### src/bba_pkg.sv
// Shared types and codes for the bitmap block allocator.
package bba_pkg;

    // Operation codes carried on the input tuser
    localparam logic FUNC_ALLOC = 1'b0;
    localparam logic FUNC_FREE  = 1'b1;

    // Result status codes
    typedef enum logic [1:0] {
        ST_OK       = 2'd0,
        ST_EMPTY    = 2'd1,
        ST_BAD_FREE = 2'd2
    } status_t;

    // Sequencer states
    typedef enum logic [1:0] {
        S_IDLE,
        S_CHECK,
        S_FREE,
        S_DONE
    } state_t;

    // Control from the sequencer to the bitmap store
    typedef struct packed {
        logic wr_en;
        logic clear;
    } mem_ctl_t;

endpackage

### src/bitmap_block_allocator_core.sv
// Top level of the bitmap block allocator with stream ports and output register.
// An allocate reads from 1 to WORD_COUNT bitmap words, one per cycle, starting at the hint
// word, until it finds a free bit. The sequencer finishes each request, with its bitmap
// read-modify-write, before it takes the next one. Reset frees all MAX_BLOCKS blocks
// and clears the hint; per-word valid bits stand in for a clearing pass, so no wait follows.
module bitmap_block_allocator_core
    import bba_pkg::*;
#(
    parameter int MAX_BLOCKS = 1024,
    parameter int WORD_BITS  = 32
)
(
    input  logic                            clk,
    input  logic                            rst_n,
    // config register block_count
    input  logic                            cfg_we,
    input  logic [$clog2(MAX_BLOCKS):0]     cfg_data,
    // input: tuser = func; tdata = free_index
    input  logic                            s_tvalid,
    output logic                            s_tready,
    input  logic                            s_tuser,
    input  logic [((($clog2(MAX_BLOCKS))+7)/8)*8-1:0] s_tdata,
    // output: tdata = given_index, status
    output logic                            m_tvalid,
    input  logic                            m_tready,
    output logic [((($clog2(MAX_BLOCKS))+2+7)/8)*8-1:0] m_tdata
);

    localparam int IW         = $clog2(MAX_BLOCKS);
    localparam int CW         = IW + 1;
    localparam int WORD_COUNT = MAX_BLOCKS / WORD_BITS;
    localparam int AW         = (WORD_COUNT > 1) ? $clog2(WORD_COUNT) : 1;
    localparam int OW         = ((IW + 2 + 7) / 8) * 8;

    mem_ctl_t             mem_ctl;
    logic [AW-1:0]        raddr;
    logic [AW-1:0]        waddr;
    logic [WORD_BITS-1:0] wdata;
    logic [WORD_BITS-1:0] rdata;
    logic [CW-1:0]        block_count;
    logic                 res_valid;
    logic                 res_ready;
    logic [IW-1:0]        res_index;
    status_t              res_status;
    logic                 out_valid_reg;
    logic [OW-1:0]        out_data_reg;

    bba_ctrl #(
        .MAX_BLOCKS (MAX_BLOCKS),
        .WORD_BITS  (WORD_BITS),
        .WORD_COUNT (WORD_COUNT),
        .AW         (AW),
        .IW         (IW),
        .CW         (CW)
    ) u_ctrl (
        .clk         (clk),
        .rst_n       (rst_n),
        .cfg_we      (cfg_we),
        .cfg_data    (cfg_data),
        .in_valid    (s_tvalid),
        .in_ready    (s_tready),
        .in_func     (s_tuser),
        .in_index    (s_tdata[IW-1:0]),
        .res_valid   (res_valid),
        .res_ready   (res_ready),
        .res_index   (res_index),
        .res_status  (res_status),
        .mem_ctl     (mem_ctl),
        .raddr       (raddr),
        .waddr       (waddr),
        .wdata       (wdata),
        .block_count (block_count),
        .rdata       (rdata)
    );

    bba_bitmap #(
        .WORD_BITS  (WORD_BITS),
        .WORD_COUNT (WORD_COUNT),
        .AW         (AW),
        .CW         (CW)
    ) u_bitmap (
        .clk         (clk),
        .rst_n       (rst_n),
        .ctl         (mem_ctl),
        .raddr       (raddr),
        .waddr       (waddr),
        .wdata       (wdata),
        .block_count (block_count),
        .rdata       (rdata)
    );

    // Output register: takes a result when empty or being drained
    assign res_ready = !out_valid_reg || m_tready;

    always_ff @(posedge clk or negedge rst_n)
    begin
        if (!rst_n)
        begin
            out_valid_reg <= 1'b0;
        end
        else if (res_ready)
        begin
            out_valid_reg <= res_valid;
        end
    end

    always_ff @(posedge clk)
    begin
        if (res_ready && res_valid)
        begin
            out_data_reg <= OW'({res_status, res_index});
        end
    end

    assign m_tvalid = out_valid_reg;
    assign m_tdata  = out_data_reg;

endmodule

### src/bba_bitmap.sv
// Free bitmap store: word memory with per-word valid bits and fill pattern.
module bba_bitmap
    import bba_pkg::*;
#(
    parameter int WORD_BITS  = 32,
    parameter int WORD_COUNT = 32,
    parameter int AW         = 5,
    parameter int CW         = 11
)
(
    input  logic                 clk,
    input  logic                 rst_n,
    input  mem_ctl_t             ctl,
    input  logic [AW-1:0]        raddr,
    input  logic [AW-1:0]        waddr,
    input  logic [WORD_BITS-1:0] wdata,
    input  logic [CW-1:0]        block_count,
    output logic [WORD_BITS-1:0] rdata
);

    localparam int BW = $clog2(WORD_BITS);

    logic [WORD_BITS-1:0]  mem [WORD_COUNT];
    logic [WORD_COUNT-1:0] valid_reg;
    logic [WORD_BITS-1:0]  rdata_reg;
    logic [AW-1:0]         raddr_reg;
    logic                  rvalid_reg;
    logic [WORD_BITS-1:0]  fill_word;

    // Memory write and registered read
    always_ff @(posedge clk)
    begin
        if (ctl.wr_en)
        begin
            mem[waddr] <= wdata;
        end
        rdata_reg <= mem[raddr];
        raddr_reg <= raddr;
    end

    // Valid bits: an unwritten word reads as its post-clear pattern
    always_ff @(posedge clk or negedge rst_n)
    begin
        if (!rst_n)
        begin
            valid_reg  <= '0;
            rvalid_reg <= 1'b0;
        end
        else
        begin
            if (ctl.clear)
            begin
                valid_reg <= '0;
            end
            else if (ctl.wr_en)
            begin
                valid_reg[waddr] <= 1'b1;
            end
            rvalid_reg <= valid_reg[raddr];
        end
    end

    // Blocks below the block count are free after a clear
    always_comb
    begin
        for (int i = 0; i < WORD_BITS; i++)
        begin
            fill_word[i] = ({1'b0, raddr_reg, BW'(i)} < block_count);
        end
    end

    assign rdata = rvalid_reg ? rdata_reg : fill_word;

endmodule

### src/bba_ctrl.sv
// Allocator sequencer: hint check, word scan, free update and counters.
module bba_ctrl
    import bba_pkg::*;
#(
    parameter int MAX_BLOCKS = 1024,
    parameter int WORD_BITS  = 32,
    parameter int WORD_COUNT = 32,
    parameter int AW         = 5,
    parameter int IW         = 10,
    parameter int CW         = 11
)
(
    input  logic                 clk,
    input  logic                 rst_n,
    // config
    input  logic                 cfg_we,
    input  logic [CW-1:0]        cfg_data,
    // request
    input  logic                 in_valid,
    output logic                 in_ready,
    input  logic                 in_func,
    input  logic [IW-1:0]        in_index,
    // result
    output logic                 res_valid,
    input  logic                 res_ready,
    output logic [IW-1:0]        res_index,
    output status_t              res_status,
    // bitmap store
    output mem_ctl_t             mem_ctl,
    output logic [AW-1:0]        raddr,
    output logic [AW-1:0]        waddr,
    output logic [WORD_BITS-1:0] wdata,
    output logic [CW-1:0]        block_count,
    input  logic [WORD_BITS-1:0] rdata
);

    localparam int BW = $clog2(WORD_BITS);

    state_t        state_reg, state_next;
    logic [AW-1:0] scan_reg, scan_next;
    logic          first_reg, first_next;
    logic [IW-1:0] hint_reg, hint_next;
    logic [CW-1:0] count_reg, count_next;
    logic [CW-1:0] bcount_reg, bcount_next;
    logic [IW-1:0] idx_reg, idx_next;
    logic [IW-1:0] rindex_reg, rindex_next;
    status_t       rstatus_reg, rstatus_next;

    logic          accept;
    logic [AW-1:0] scan_inc;
    logic [BW-1:0] lo_bit;
    logic          any_free;
    logic          hint_hit;
    logic [BW-1:0] sel_bit;
    logic          out_of_range;
    logic          free_bit;
    logic [CW-1:0] cfg_sat;

    assign accept       = in_valid && in_ready;
    assign scan_inc     = (scan_reg == AW'(WORD_COUNT - 1)) ? '0 : scan_reg + 1'b1;
    assign hint_hit     = first_reg && rdata[hint_reg[BW-1:0]];
    assign sel_bit      = hint_hit ? hint_reg[BW-1:0] : lo_bit;
    assign out_of_range = ({1'b0, in_index} >= bcount_reg);
    assign free_bit     = rdata[idx_reg[BW-1:0]];
    assign cfg_sat      = (cfg_data > CW'(MAX_BLOCKS)) ? CW'(MAX_BLOCKS) : cfg_data;

    // Lowest free bit of the word just read
    always_comb
    begin
        lo_bit   = '0;
        any_free = |rdata;
        for (int i = WORD_BITS - 1; i >= 0; i--)
        begin
            if (rdata[i])
            begin
                lo_bit = BW'(i);
            end
        end
    end

    // Next state
    always_comb
    begin
        state_next = state_reg;
        case (state_reg)
            S_IDLE:
            begin
                if (accept)
                begin
                    if (in_func == FUNC_ALLOC)
                    begin
                        state_next = (count_reg == '0) ? S_DONE : S_CHECK;
                    end
                    else
                    begin
                        state_next = out_of_range ? S_DONE : S_FREE;
                    end
                end
            end
            S_CHECK:
            begin
                if (hint_hit || any_free)
                begin
                    state_next = S_DONE;
                end
            end
            S_FREE:
            begin
                state_next = S_DONE;
            end
            S_DONE:
            begin
                if (res_ready)
                begin
                    state_next = S_IDLE;
                end
            end
            default:
            begin
                state_next = S_IDLE;
            end
        endcase
    end

    // Outputs and memory access
    always_comb
    begin
        in_ready      = 1'b0;
        res_valid     = 1'b0;
        mem_ctl.wr_en = 1'b0;
        mem_ctl.clear = cfg_we;
        raddr         = scan_reg;
        waddr         = scan_reg;
        wdata         = rdata;
        case (state_reg)
            S_IDLE:
            begin
                in_ready = 1'b1;
                raddr    = (in_func == FUNC_FREE) ? in_index[IW-1:BW] : hint_reg[IW-1:BW];
            end
            S_CHECK:
            begin
                raddr = scan_inc;
                if (hint_hit || any_free)
                begin
                    mem_ctl.wr_en = 1'b1;
                    wdata         = rdata & ~(WORD_BITS'(1) << sel_bit);
                end
            end
            S_FREE:
            begin
                if (!free_bit)
                begin
                    mem_ctl.wr_en = 1'b1;
                    wdata         = rdata | (WORD_BITS'(1) << idx_reg[BW-1:0]);
                end
            end
            S_DONE:
            begin
                res_valid = 1'b1;
            end
            default:
            begin
                in_ready = 1'b0;
            end
        endcase
    end

    // Datapath next values
    always_comb
    begin
        scan_next    = scan_reg;
        first_next   = first_reg;
        hint_next    = hint_reg;
        count_next   = count_reg;
        bcount_next  = bcount_reg;
        idx_next     = idx_reg;
        rindex_next  = rindex_reg;
        rstatus_next = rstatus_reg;
        case (state_reg)
            S_IDLE:
            begin
                if (accept)
                begin
                    idx_next     = in_index;
                    first_next   = 1'b1;
                    rindex_next  = '0;
                    rstatus_next = ST_OK;
                    if (in_func == FUNC_ALLOC)
                    begin
                        scan_next = hint_reg[IW-1:BW];
                        if (count_reg == '0)
                        begin
                            rstatus_next = ST_EMPTY;
                        end
                    end
                    else
                    begin
                        scan_next = in_index[IW-1:BW];
                        if (out_of_range)
                        begin
                            rstatus_next = ST_BAD_FREE;
                        end
                    end
                end
            end
            S_CHECK:
            begin
                if (hint_hit || any_free)
                begin
                    rindex_next = {scan_reg, sel_bit};
                    count_next  = count_reg - 1'b1;
                    if (!hint_hit)
                    begin
                        hint_next = {scan_reg, {BW{1'b0}}};
                    end
                end
                else
                begin
                    scan_next  = scan_inc;
                    first_next = 1'b0;
                end
            end
            S_FREE:
            begin
                if (free_bit)
                begin
                    rstatus_next = ST_BAD_FREE;
                end
                else
                begin
                    hint_next  = idx_reg;
                    count_next = count_reg + 1'b1;
                end
            end
            default:
            begin
                scan_next = scan_reg;
            end
        endcase
        // Register write clears the allocator
        if (cfg_we)
        begin
            bcount_next = cfg_sat;
            count_next  = cfg_sat;
            hint_next   = '0;
        end
    end

    // Control registers
    always_ff @(posedge clk or negedge rst_n)
    begin
        if (!rst_n)
        begin
            state_reg  <= S_IDLE;
            hint_reg   <= '0;
            count_reg  <= CW'(MAX_BLOCKS);
            bcount_reg <= CW'(MAX_BLOCKS);
            first_reg  <= 1'b0;
        end
        else
        begin
            state_reg  <= state_next;
            hint_reg   <= hint_next;
            count_reg  <= count_next;
            bcount_reg <= bcount_next;
            first_reg  <= first_next;
        end
    end

    // Payload registers
    always_ff @(posedge clk)
    begin
        scan_reg    <= scan_next;
        idx_reg     <= idx_next;
        rindex_reg  <= rindex_next;
        rstatus_reg <= rstatus_next;
    end

    assign res_index   = rindex_reg;
    assign res_status  = rstatus_reg;
    assign block_count = bcount_reg;

endmodule
### config.mk
export PLATFORM = sky130hd
export DESIGN_NAME = bitmap_block_allocator_core
export DESIGN_NICKNAME = d
export VERILOG_FILES = /design/src/bba_pkg.sv /design/src/bitmap_block_allocator_core.sv /design/src/bba_bitmap.sv /design/src/bba_ctrl.sv
export SDC_FILE = /design/constraint.sdc
export NUM_CORES = 2
export LEC_CHECK = 0
export ABC_AREA = 1
export BUFFER_PORTS_ARGS = -buffer_cell sky130_fd_sc_hd__buf_4
export CAP_MARGIN = 20
export CORE_AREA = 2 2 267 375
export CTS_CLUSTER_DIAMETER = 30
export DETAILED_ROUTE_END_ITERATION = 10
export DIE_AREA = 0 0 269 377
export GPL_TIMING_DRIVEN = 0
export HOLD_SLACK_MARGIN = 0.03
export PLACE_DENSITY = 0.65
export SLEW_MARGIN = 20
export SYNTH_ARGS = -nofsm -noshare
export SYNTH_HDL_FRONTEND = slang
export SYNTH_SLANG_ARGS = --single-unit
### constraint.sdc
create_clock -name clk -period 8.1 [get_ports clk]
set_clock_uncertainty 0.05 [all_clocks]
set_input_delay 0.81 -clock clk [delete_from_list [all_inputs] [get_ports clk]]
set_output_delay 0.81 -clock clk [all_outputs]
set_load 0.05 [all_outputs]
======== Word level (Yosys, flattened, before mapping) ========
Memories as Yosys holds them, arrays and structs flattened. A register that Yosys moved wholly into a read port is not among the register bits.
Cells that the tools add are included.
storage, ports and cells
  memories kept ........................... 1
  logic and storage cells ................. 185
  input bits .............................. 33
  output and inout port bits .............. 18
  bits in registers ....................... 113
  memory bits (writable) .................. 1024
memory list
  name          words  bits a word  rd ports  clocked after Yosys merged registers in  wr ports  line              RTL
  u_bitmap.mem  32     32           1         1                                        1         bba_bitmap.sv:23  logic [WORD_BITS-1:0] mem [WORD_COUNT];
operators by class
  mux-type cells .......................... 89
  magnitude comparators ................... 39
  reductions and logical operators ........ 21
  bitwise gates (word level) .............. 4
  add/subtract/negate cells ............... 3
  shift operators ......................... 2
  eq/ne operators ......................... 12
operators by type and width
  kind                                                                   number
  10-bit by 11-bit < comparator with 1-bit output                        32
  5-bit two-way mux                                                      37
  32-bit two-way mux                                                     5
  32-bit bitwise OR                                                      2
  32-bit one-hot mux with 2 select lines                                 1
  1-bit by 5-bit left shift with 32-bit output (first input constant)    2
  10-bit two-way mux                                                     6
  11-bit two-way mux                                                     4
  10-bit one-hot mux with 2 select lines                                 2
  32-bit AND                                                             1
  32-bit inverter                                                        1
  32-bit OR reduction                                                    1
  5-bit by 6-bit < comparator with 1-bit output (second input constant)  4
  11-bit one-hot mux with 2 select lines                                 1
  5-bit one-hot mux with 2 select lines                                  2
  2-bit two-way mux                                                      9
  1-bit binary-select mux with 5-bit select                              3
  3-bit AND reduction                                                    5
  1-bit two-way mux                                                      14
  11-bit by 1-bit adder with 11-bit output (second input constant)       1
  10-bit by 11-bit >= comparator with 1-bit output                       1
  11-bit > comparator (second input constant)                            1
  11-bit zero test                                                       1
  11-bit by 1-bit subtractor with 11-bit output (second input constant)  1
  21 further kinds                                                       33

======== Longest topological paths before layout ========
  depth after elaboration ................. 40
  mapped depth ............................ 45
  gate-level depth less buffers ........... 45

======== Cells and area by module ========
A second synthesis with hierarchy kept.
second synthesis, totals
  cells, all modules ...................... 4829
  area total of the unflattened synthesis .. 51005.2 µm²
modules (own cells, without submodules)
  module                       cells each  sequential area each (µm²)  instances  area each (µm²)
  bba_bitmap                   3884        32316.0                     1          44705.4
  bba_ctrl                     922         1689.1                      1          5860.6
  bitmap_block_allocator_core  23          385.4                       1          439.2

======== Least setup slack after synthesis ========
Ideal clock, no wire load.
  path kind ............................... reg2reg
  from .................................... register u_ctrl.bcount_reg[8] (netlist: u_ctrl.block_count[8])
  to ...................................... memory u_bitmap.mem[10][0], enable pin
  stages on the path, launching flop included .. 25
  data arrival time ....................... 4.037 ns
  required time ........................... 7.627 ns
  path slack .............................. 3.590 ns
  path buffers ............................ 0
  path through ............................ dfrtp_1 -> inv_1 -> ha_1 -> nand2_1 -> nor2_8 -> inv_2 -> nor3_1 -> inv_1 -> nand2_2 -> inv_2 -> nand2_1 -> nand2_1 -> o22ai_1 -> a21oi_1 -> o211ai_1 -> o21ai_0 -> o22ai_1 -> nand2_1 -> nand2_1 -> nand2_1 -> nand2_1 -> nand2_1 -> inv_1 -> nand2_1 -> nor2_1
on the way
  word-level cells in the longest chain between the ends .. 10
  elaborated cells between the ends (all ways) .. 45
  classes of those cells .................. order compare (32); mux (10); reduce/logical (3)
ends and longest elaborated chain
  element                                          line              RTL
  start, declared                                  bba_ctrl.sv:44    logic [CW-1:0] bcount_reg, bcount_next;
  start signal, assigned                           bba_ctrl.sv:258   bcount_reg <= CW'(MAX_BLOCKS);
  start signal, assigned                           bba_ctrl.sv:266   bcount_reg <= bcount_next;
  10-bit by 11-bit < comparator with 1-bit output  bba_bitmap.sv:68  fill_word[i] = ({1'b0, raddr_reg, BW'(i)} < block_count);
  32-bit two-way mux *                             bba_bitmap.sv:72  assign rdata = rvalid_reg ? rdata_reg : fill_word;
  1-bit binary-select mux with 5-bit select        bba_ctrl.sv:61    assign hint_hit = first_reg && rdata[hint_reg[BW-1:0]];
  1-bit two-way mux (not written as such)          bba_ctrl.sv:61
  1-bit logical AND                                bba_ctrl.sv:61
  1-bit logical OR                                 bba_ctrl.sv:144   if (hint_hit || any_free)
  1-bit two-way mux                                bba_ctrl.sv:144
  1-bit one-hot mux with 2 select lines *          bba_ctrl.sv:135   case (state_reg)
  1-bit two-way mux *                              bba_bitmap.sv:33  if (ctl.wr_en)
  1-bit two-way mux (not written as such) *        bba_bitmap.sv:35  mem[waddr] <= wdata;
  end, declared                                    bba_bitmap.sv:23
Mark *: on every way between the ends. The rest lies on a longest branch, timed or not. The select of a mux whose other input is x is not followed.

======== Worst setup path in the final report ========
  from .................................... register u_ctrl.bcount_reg[8] (netlist: u_ctrl.block_count[8])
  to ...................................... memory u_bitmap.mem[17][5], enable pin
Same word-level chain as after synthesis.

==> impl_metrics.ini <==
[floorplanning]
io_pins = 51
die_width_um = 269
start_util = 0.498
die_y_um = 377
die_area_um2 = 101000
fp.coreArea_um2 = 97800
std_cell_rows = 136

[worst_setup_path]
critPathMaxStageDelay_ns = 0.86
crit_path_start_kind = flop
cpMaxStageDelayCell = nor2_4
cp_common_cell = nand2_1
path_class = reg2reg
endpoint_kind = flop
critPathRequiredTime_ns = 8.50
cp.arrival_ns = 6.24
crit_fanout = 20

[placement]
gp_congestion = 1.01
dp_hpwl_mm = 117
place.port_buffers = 40

[timing]
max_slew_margin = 0.0699
drv_slew = 0
finalSetupViolCount = 0
hold_viol = 0
fmax_mhz = 171
final.setup.tns_ns = 0
worst_pin_slew_ns = 1.39
rsz0062_at_grt = no
fin_crit_sh = 0.720
period_minus_slack_ns = 5.83

[final_layout]
drive_above_1_share = 0.118
fin_nets = 4331
layout_common_cells = edfxtp_1 (1063), nor2_1 (652), o21ai_0 (628)
largest_reg_flops = 1024
syn2layout_area_growth_pct = 20.9
mostFrequentLayoutCell = edfxtp_1
fillers = 7666

[cts]
cts_max_level = 4
cts_root_buf = clkbuf_16
post_cts_buffers = 0
cts_buffers = 162
tritoncts = built
clk_pin_slew_ns = 0.05
hold_buffers = 0
cts.sinks = 1169
post_cts_resized = 0
cts_buffer_depth = 3
clk_latency_ns = 0.78

[synthesis]
synth_area_um2 = 48700
synth_seq_cells = 1169
synth_warnings = 0
syn_inst = 3986
avgSynthCellArea_um2 = 12.2
synth.distinct_cells = 53
yosysSeqAreaShare = 0.706

[global_routing]
antenna_found_initial = 4
track_usage = 0.329
overflow = 0
grt_max_degree = 70
grt_pass1_vias = 35100
grt_pass1_wl_mm = 236

[drt]
num_vias = 36000
route.detailed.wl_per_inst_um = 29.2
vias_per_cell = 6.31
drt_first_pass_iters = 6
drt-total-wl_mm = 167
drc = 0
initialDrtViolationCount = 4553
ant_nets = 0

[hold_path]
hold_path_class = in2async

[flow_run]
maxCapViolations = 0

[outcome]
outcome = completed
worst max-delay path, delay by kind of cell, from the launching register on:
kind,cells,cell delay (ns)
AND/OR/NAND/NOR,13,3.21
flip-flops,1,0.31
buffers and inverters,7,1.11
adder cells (fa/ha/maj),1,0.31
AO/OA/AOI/OAI,4,0.47
final cells by class:
class | count | area (um2) | share of cell area
Buffer | 278 | 1070 | 0.0182
Multi-Input combinational cell | 2375 | 13300 | 0.226
Tap cell | 1311 | 1640 | 0.0279
Clock inverter | 116 | 1500 | 0.0255
Timing Repair Buffer | 109 | 1980 | 0.0337
Sequential cell | 1169 | 34400 | 0.584
Inverter | 167 | 627 | 0.0107
Antenna cell | 3 | 7.51 | 0.000128
Clock buffer | 187 | 4340 | 0.0737
logic make-up after synthesis:
group,after synthesis,share of synthesized area
AO/OA/AOI/OAI,1227,0.156
flip-flops,1169,0.706
AND/OR/NAND/NOR,1105,0.0927
buffers and inverters,445,0.0348
adder cells (fa/ha/maj),36,0.00941
multiplexers,2,0.000463
other,1,0.0000770
XOR/XNOR,1,0.000180
per-layer routing:
layer	part of all wire	global-route usage	vias to the layer above
met2	0.47	0.524	2176
met4	0.080	0.234	2
met3	0.10	0.0758	546
met5	0.000078	0	-
met1	0.35	0.394	17800
li1	-	-	15500
stage by stage:
stage	setup WS, ns	std cells	area (um2)	util	hold WS [ns]
after detailed placement	2.29	5408	53000	0.541	0.355
after CTS	2.48	5711	58800	0.601	0.162
after floorplan	3.59	3989	48700	-	0.350
final	2.27	5715	58800	0.601	0.0505
after global routing	2.14	5712	58800	0.601	0.0915
after global placement	0.373	5340	50600	0.518	0.352
synthesized netlist by cell type (all sizes together):
library cell / instances / area share
o21ai: 646 / 0.067
dfxtp: 37 / 0.015
o2111ai: 1 / 0.00018
dfrtp: 67 / 0.034
buf: 25 / 0.0025
clkbuf: 253 / 0.020
nand3: 97 / 0.010
a211oi: 4 / 0.00062
nor4: 1 / 0.00013
a311oi: 33 / 0.0059
o41ai: 1 / 0.00018
fa: 1 / 0.00041
o31ai: 5 / 0.00077
a21oi: 117 / 0.013
o211ai: 42 / 0.0065
mux2: 2 / 0.00046
dfstp: 2 / 0.0011
o22ai: 52 / 0.0067
conb: 1 / 0.000077
nor2: 692 / 0.054
clkinv: 4 / 0.00031
o21a: 32 / 0.0049
a31oi: 35 / 0.0045
edfxtp: 1063 / 0.66
or2: 2 / 0.00026
and2: 2 / 0.00026
o221ai: 235 / 0.042
o32ai: 5 / 0.00090
ha: 35 / 0.0090
nand2: 249 / 0.020
and3: 33 / 0.0042
nor3: 16 / 0.0017
inv: 163 / 0.013
a221oi: 2 / 0.00049
o21bai: 17 / 0.0026
xor2: 1 / 0.00018
nand4: 13 / 0.0017
final timing paths:
path / startpoint / endpoint / slack [ns] / depth (start not counted)
max in group asynchronous: rst_n / u_ctrl.hint_reg[6] / 7.42 / 1
min in group clk: s_tdata[4] / u_ctrl.idx_reg[4] / 0.20 / 1
worst max-delay path: u_ctrl.block_count[8] / u_bitmap.mem[17][5] / 2.27 / 25
worst max register to register: u_ctrl.block_count[8] / u_bitmap.mem[17][5] / 2.27 / 25
worst min-delay path: rst_n / u_bitmap.valid_reg[30] / 0.05 / 1
worst min register to register: u_ctrl.res_index[6] / m_tdata[6] / 0.35 / 0
Power is left out: the tool's default activity adds up to more than one toggle a clock period on the data nets, which glitch-free logic cannot reach.
